**src/rtl/cra_pkg.sv**
```systemverilog
// Shared types and command codes for the contiguous ring allocator.
package cra_pkg;

  localparam int LEN_W = 13;
  localparam int OFS_W = 12;

  localparam logic [1:0] CMD_RESERVE = 2'd0;
  localparam logic [1:0] CMD_RELEASE = 2'd1;
  localparam logic [1:0] CMD_CLEAR   = 2'd2;

  typedef struct packed {
    logic [1:0]       cmd;
    logic [LEN_W-1:0] length;
  } cra_in_t;

  typedef struct packed {
    logic             ok;
    logic [OFS_W-1:0] offset;
  } cra_out_t;

endpackage

```
**src/rtl/contiguous_ring_allocator.sv**
```systemverilog
// Contiguous ring allocator: reserve/release/clear of contiguous regions in a byte ring.
//
// Usage:
//   Input channel (in_valid/in_stall/in_data) carries one command per transfer:
//   reserve a length, release a length from the head, or clear to empty.
//   Output channel (out_valid/out_stall/out_data) returns exactly one result per
//   command: ok and, for a successful reserve, the region's start offset.
//   The command is first held in the command register, then it is evaluated against
//   the head, tail and usable-end registers and written to the result register.
//   Throughput is one command per cycle while the receiver does not stall; head,
//   tail and usable end are updated together for each command.
//   While the receiver stalls, the result register holds; one more command is
//   taken into the command register, after which in_stall rises.
//   Reset (rst_n low, synchronous) empties the ring: head and tail at 0 and the
//   usable end at BUFFER_BYTES; no result is pending after reset.
module contiguous_ring_allocator #(
  parameter int BUFFER_BYTES = 4096
) (
  input  logic              clk,
  input  logic              rst_n,
  input  logic              in_valid,
  output logic              in_stall,
  input  cra_pkg::cra_in_t  in_data,
  output logic              out_valid,
  input  logic              out_stall,
  output cra_pkg::cra_out_t out_data
);
  import cra_pkg::*;

  localparam int PW = $clog2(BUFFER_BYTES + 1);
  localparam int SW = ((PW > LEN_W) ? PW : LEN_W) + 1;
  localparam logic [PW-1:0] BUF_P = PW'(BUFFER_BYTES);
  localparam logic [SW-1:0] BUF_E = SW'(BUFFER_BYTES);

  logic          s1_valid_r;
  cra_in_t       s1_data_r;
  logic          out_valid_r;
  cra_out_t      out_data_r;
  logic [PW-1:0] head_r, tail_r, end_r;
  logic [PW-1:0] head_nxt, tail_nxt, end_nxt;
  cra_out_t      res_nxt;
  logic          advance;

  logic [SW-1:0] head_e, tail_e, end_e, len_e, tl_sum, hd_sum, limit_e, off_e;
  logic          wrapped;

  assign advance   = !(out_valid_r && out_stall);
  assign in_stall  = s1_valid_r && !advance;
  assign out_valid = out_valid_r;
  assign out_data  = out_data_r;

  always_comb begin
    head_e   = SW'(head_r);
    tail_e   = SW'(tail_r);
    end_e    = SW'(end_r);
    len_e    = SW'(s1_data_r.length);
    tl_sum   = tail_e + len_e;
    hd_sum   = head_e + len_e;
    wrapped  = tail_r < head_r;
    limit_e  = wrapped ? end_e : tail_e;
    head_nxt = head_r;
    tail_nxt = tail_r;
    end_nxt  = end_r;
    off_e    = '0;
    res_nxt  = '0;
    case (s1_data_r.cmd)
      CMD_RESERVE: begin
        if (wrapped) begin
          if (tl_sum < head_e) begin
            off_e       = tail_e;
            tail_nxt    = tl_sum[PW-1:0];
            res_nxt.ok  = 1'b1;
          end
        end else if (tl_sum <= end_e) begin
          off_e      = (tail_e < BUF_E) ? tail_e : '0;
          tail_nxt   = tl_sum[PW-1:0];
          res_nxt.ok = 1'b1;
        end else if (len_e < head_e) begin
          end_nxt    = tail_r;
          tail_nxt   = len_e[PW-1:0];
          res_nxt.ok = 1'b1;
        end
      end
      CMD_RELEASE: begin
        if (hd_sum <= limit_e) begin
          res_nxt.ok = 1'b1;
          head_nxt   = hd_sum[PW-1:0];
          if (wrapped && hd_sum == end_e) begin
            head_nxt = '0;
            end_nxt  = BUF_P;
          end
          if (head_nxt == tail_r) begin
            head_nxt = '0;
            tail_nxt = '0;
            end_nxt  = BUF_P;
          end
        end
      end
      CMD_CLEAR: begin
        head_nxt   = '0;
        tail_nxt   = '0;
        end_nxt    = BUF_P;
        res_nxt.ok = 1'b1;
      end
      default: begin
      end
    endcase
    res_nxt.offset = off_e[OFS_W-1:0];
  end

  always_ff @(posedge clk) begin
    if (!rst_n) begin
      s1_valid_r  <= 1'b0;
      out_valid_r <= 1'b0;
      head_r      <= '0;
      tail_r      <= '0;
      end_r       <= BUF_P;
    end else begin
      if (!in_stall) begin
        s1_valid_r <= in_valid;
      end
      if (advance) begin
        out_valid_r <= s1_valid_r;
        if (s1_valid_r) begin
          head_r <= head_nxt;
          tail_r <= tail_nxt;
          end_r  <= end_nxt;
        end
      end
    end
  end

  always_ff @(posedge clk) begin
    if (!in_stall) begin
      s1_data_r <= in_data;
    end
    if (advance) begin
      out_data_r <= res_nxt;
    end
  end

`ifndef SYNTHESIS
  a_end_when_flat: assert property (@(posedge clk) disable iff (!rst_n)
    !(tail_r < head_r) |-> end_r == BUF_P)
    else $error("usable end moved while ring not wrapped");

  a_tail_in_range: assert property (@(posedge clk) disable iff (!rst_n)
    tail_r <= end_r)
    else $error("tail beyond usable end");

  a_head_in_range: assert property (@(posedge clk) disable iff (!rst_n)
    head_r <= end_r)
    else $error("head beyond usable end");

  a_refused_zero: assert property (@(posedge clk) disable iff (!rst_n)
    out_valid_r && !out_data_r.ok |-> out_data_r.offset == '0)
    else $error("refused command carries nonzero offset");

  a_stall_cause: assert property (@(posedge clk) disable iff (!rst_n)
    in_stall |-> out_valid_r && out_stall && s1_valid_r)
    else $error("input stalled without a blocked result");
`endif

endmodule
```
**config.mk**
```make
export PLATFORM = sky130hd
export DESIGN_NAME = contiguous_ring_allocator
export DESIGN_NICKNAME = d
export VERILOG_FILES = /design/src/rtl/cra_pkg.sv /design/src/rtl/contiguous_ring_allocator.sv
export SDC_FILE = /design/constraint.sdc
export NUM_CORES = 1
export LEC_CHECK = 0
export ABC_AREA = 1
export BUFFER_PORTS_ARGS = -buffer_cell sky130_fd_sc_hd__buf_4
export CAP_MARGIN = 40
export CORE_UTILIZATION = 28
export CTS_CLUSTER_DIAMETER = 120
export DETAILED_ROUTE_END_ITERATION = 6
export PLACE_DENSITY = 0.53
export RECOVER_POWER = 100
export SYNTH_ARGS = -nofsm -noshare
export SYNTH_HDL_FRONTEND = slang
export SYNTH_SLANG_ARGS = --single-unit
```
**constraint.sdc**
```tcl
create_clock -name clk -period 10.95 [get_ports clk]
set_input_delay 0 -clock clk [delete_from_list [all_inputs] [get_ports clk]]
set_output_delay 0 -clock clk [all_outputs]
set_load 0.05 [all_outputs]
```
==> run_results.csv <==
group,metric,value,unit
synth,synth_compound_area_frac,0.1220,
routing,drcViolationCount,0,
timing,relSlewSlack,0.07022,
routing,wirelength,20.23,mm
synth,synth_top_family_by_area,"simple AND/OR/NAND/NOR gates",
routing,wl_per_cell,16.13,um
clock_network,cts_sinks,69,
synth,ys_seq_area_frac,0.2614,
timing,min_period_over_period,0.5802,
global_route,grt_pass1_vias,5812,
routing,antenna_left,0,
final_layout,n_antenna_cell,0,
power,total_power,1.149,mW
synth,yosysTopAreaCellShare,0.1830,
final_layout,fin_util,0.3265,
synth,synth_commonest_cells,"nand2_1, nor2_1, inv_1",
power,p_leak,3.446,nW
routing,drt_iter0_markers,468,
global_route,grt_overflow,0,
floorplanning,core.rowCount,54,
global_route,grt_pass1_wl,31.95,mm
timing,max_slew.worst_pin.slew,1.395,ns
synth,yosysMostFrequentCell,"nand2_1",
timing,holdWs,0.08427,ns
clock_network,cts_buffers,9,
synth,synth_edf_count,28,
timing,clock_skew,0.009548,ns
critical_path,cpMaxStageDelayCell,"clkbuf_1",
critical_path,rr_worst_depth,28,
placed_design,io_buffer_count,33,
critical_path,critPathCaptureType,"flip-flop",
power,ir_worst_vdd,0.00008699,V
clock_network,clk_latency,0.35,ns
synth,synth_area_leaders,"ha_1, nand2_1, edfxtp_1, dfxtp_1, nor2_1",
floorplanning,start_util,0.2886,
routing,drtPass1Iterations,7,
hold_path,hold_path.class,"in -> reg",
timing,hold_viol_final,0,
timing,setup_viol,0,
synth,synthAdderAreaFrac,0.1893,
global_route,antenna_found_initial,0,
timing,rsz0062_at_grt,"false",
critical_path,crit_required,11.17,ns
clock_network,clk_pin_slew,0.07,ns
placed_design,dp_hpwl,16.20,mm
floorplanning,fp.dieArea,23310,um2
global_route,grt_start_max_net_pins,34,
job,drv_cap,0,
synth,synth-xor-area-share,0.02145,
final_layout,stdcell_count,1254,
critical_path,cp-start-kind,"flip-flop",
clock_network,htree_levels,3,
placed_design,dpl-instance-area,6853,um2
clock_network,cts_tree,"yes",
timing,fin_crit,6.353,ns
synth,avgSynthCellArea,6.851,um2
synth,synth-simple-area-share,0.3206,
global_route,track_usage,0.1800,
floorplanning,die_x,152.7,um
clock_network,clockRootBuffer,"clkbuf_16",
final_layout,area_growth,13.13,%
synth,ys_types,39,
timing,setup_tns,0,ns
synth,yosysTopAreaCell,"ha_1",
critical_path,cp_max_fo,30,
critical_path,cp_common_cell,"nand2_1",
synth,synth_cells,928,
critical_path,crit_type,"reg -> reg",
final_layout,fill_cells,2403,
synth,synth_area,6357,um2
timing,fmax,157.4,MHz
critical_path,cp-endpoint,"head_r[12]",
timing,timing.final.ws_setup,4.597,ns
outcome,status,"finished clean",
clock_network,cts_buffer_depth,2,
placed_design,dp_cells,1222,
final_layout,drive_above_1_share,0.06879,
critical_path,arrival,6.58,ns
hold_path,hold_path_depth,3,
power,power.density,159.8,nW/um2
synth,muxShareOfSynthArea,0,
synth,synth-main-ff-cell,"dfxtp_1",
floorplanning,die_h,152.7,um
synth,ys_ff_latch,69,
final_layout,stdcell_area,7192,um2
critical_path,critPathMaxStageDelay,1.01,ns
routing,vias,6129,
synth,yosysWarnings,0,
critical_path,r2r-end,"head_r[12]",
routing,via_per_inst,4.888,
floorplanning,fp.coreArea,22030,um2
critical_path,reg2reg_slack,4.60,ns
critical_path,r2r-start,"head_r[11]",
final_layout,final_nets,1083,
timing,maxSlewViolCount,0,
placed_design,post-place-ws,5.813,ns
placed_design,place_congestion,0.8835,
clock_network,cts_resized,0,
critical_path,startpoint,"head_r[11]",
synth,async_flop_share,0,
floorplanning,num_io_pins,34,
synth,synth_nets,1042,
final cells by class:
cell class | instances | area, um2 | share of cell area
Clock buffer | 10 | 229.0 | 0.03184
Clock inverter | 6 | 40.04 | 0.005567
Inverter | 111 | 416.7 | 0.05793
Multi-Input combinational cell | 726 | 4131 | 0.5745
Sequential cell | 69 | 1662 | 0.2310
Tap cell | 280 | 350.3 | 0.04871
Timing Repair Buffer | 52 | 362.8 | 0.05045
where the power goes:
part / leakage (nW) / switching (mW) / internal (mW) / total (mW)
logic: 2.67 / 0.370 / 0.190 / 0.560
clock network: 0.132 / 0.126 / 0.153 / 0.279
registers: 0.646 / 0.0237 / 0.287 / 0.311
metal layers:
layer / vias up / share of wire / global-route usage
met1: 2809 / 0.51 / 0.2568
li1: 3137 / - / -
met5: - / 0 / 0
met4: 0 / 0.017 / 0.05002
met3: 24 / 0.048 / 0.02645
met2: 159 / 0.42 / 0.2798
placed cells by master, fill, tap and decap left out, types with 3 or more instances in the layout:
cell type and instances:
dfxtp_1 41, xor2_1 10, nand3_2 3, nor3_1 8, clkinv_2 3, nand4_1 13
nand2_2 17, clkinv_1 4, nor2_2 3, nor2_1 130, buf_4 3, ha_1 93
a21oi_1 67, edfxtp_1 28, clkbuf_4 15, nand3_1 66, o211ai_1 8, o21bai_1 6
a211oi_1 5, o21ai_0 40, dlygate4sd3_1 16, inv_2 5, xnor2_1 3, clkbuf_1 19
clkbuf_16 9, nand2_1 234, a31oi_1 3, inv_1 102
logic make-up after synthesis:
logic type | count (synthesis)
flops | 69
buf+inv | 133
simple gates | 479
xor+xnor | 14
fa+ha+maj | 95
compound gates | 138
flip-flops by register name, indices dropped and copies added, names as in the netlist:
signal,count
end_r,13
head_r,13
len_e,13
out_data,13
tail_r,13
s1_data_r,2
out_valid,1
s1_valid_r,1
critical path: cells and delay by family (launching register included):
family                   cells  cell delay, ns
flip-flops                   1            0.37
adder cells (fa/ha/maj)      2            0.68
AO/OA/AOI/OAI                7            0.92
buffers and inverters        6            2.55
AND/OR/NAND/NOR             13            1.67
how the worst min path moves through the flow:
stage                      from             to  slack, ns
detailed placement  in_data[10]      len_e[10]       0.18
finish                    rst_n      tail_r[5]       0.08
global placement    in_data[13]  s1_data_r[13]       0.18
floorplan            in_data[0]       len_e[0]        0.1
global route              rst_n      end_r[12]       0.08
CTS                       rst_n      end_r[12]       0.06
timing repair:
item                      4_1_cts  5_1_grt
setup buffers                   0        0
hold buffers                   16        0
hold endpoints to repair       16        0
(Power assumes the default switching activity.)
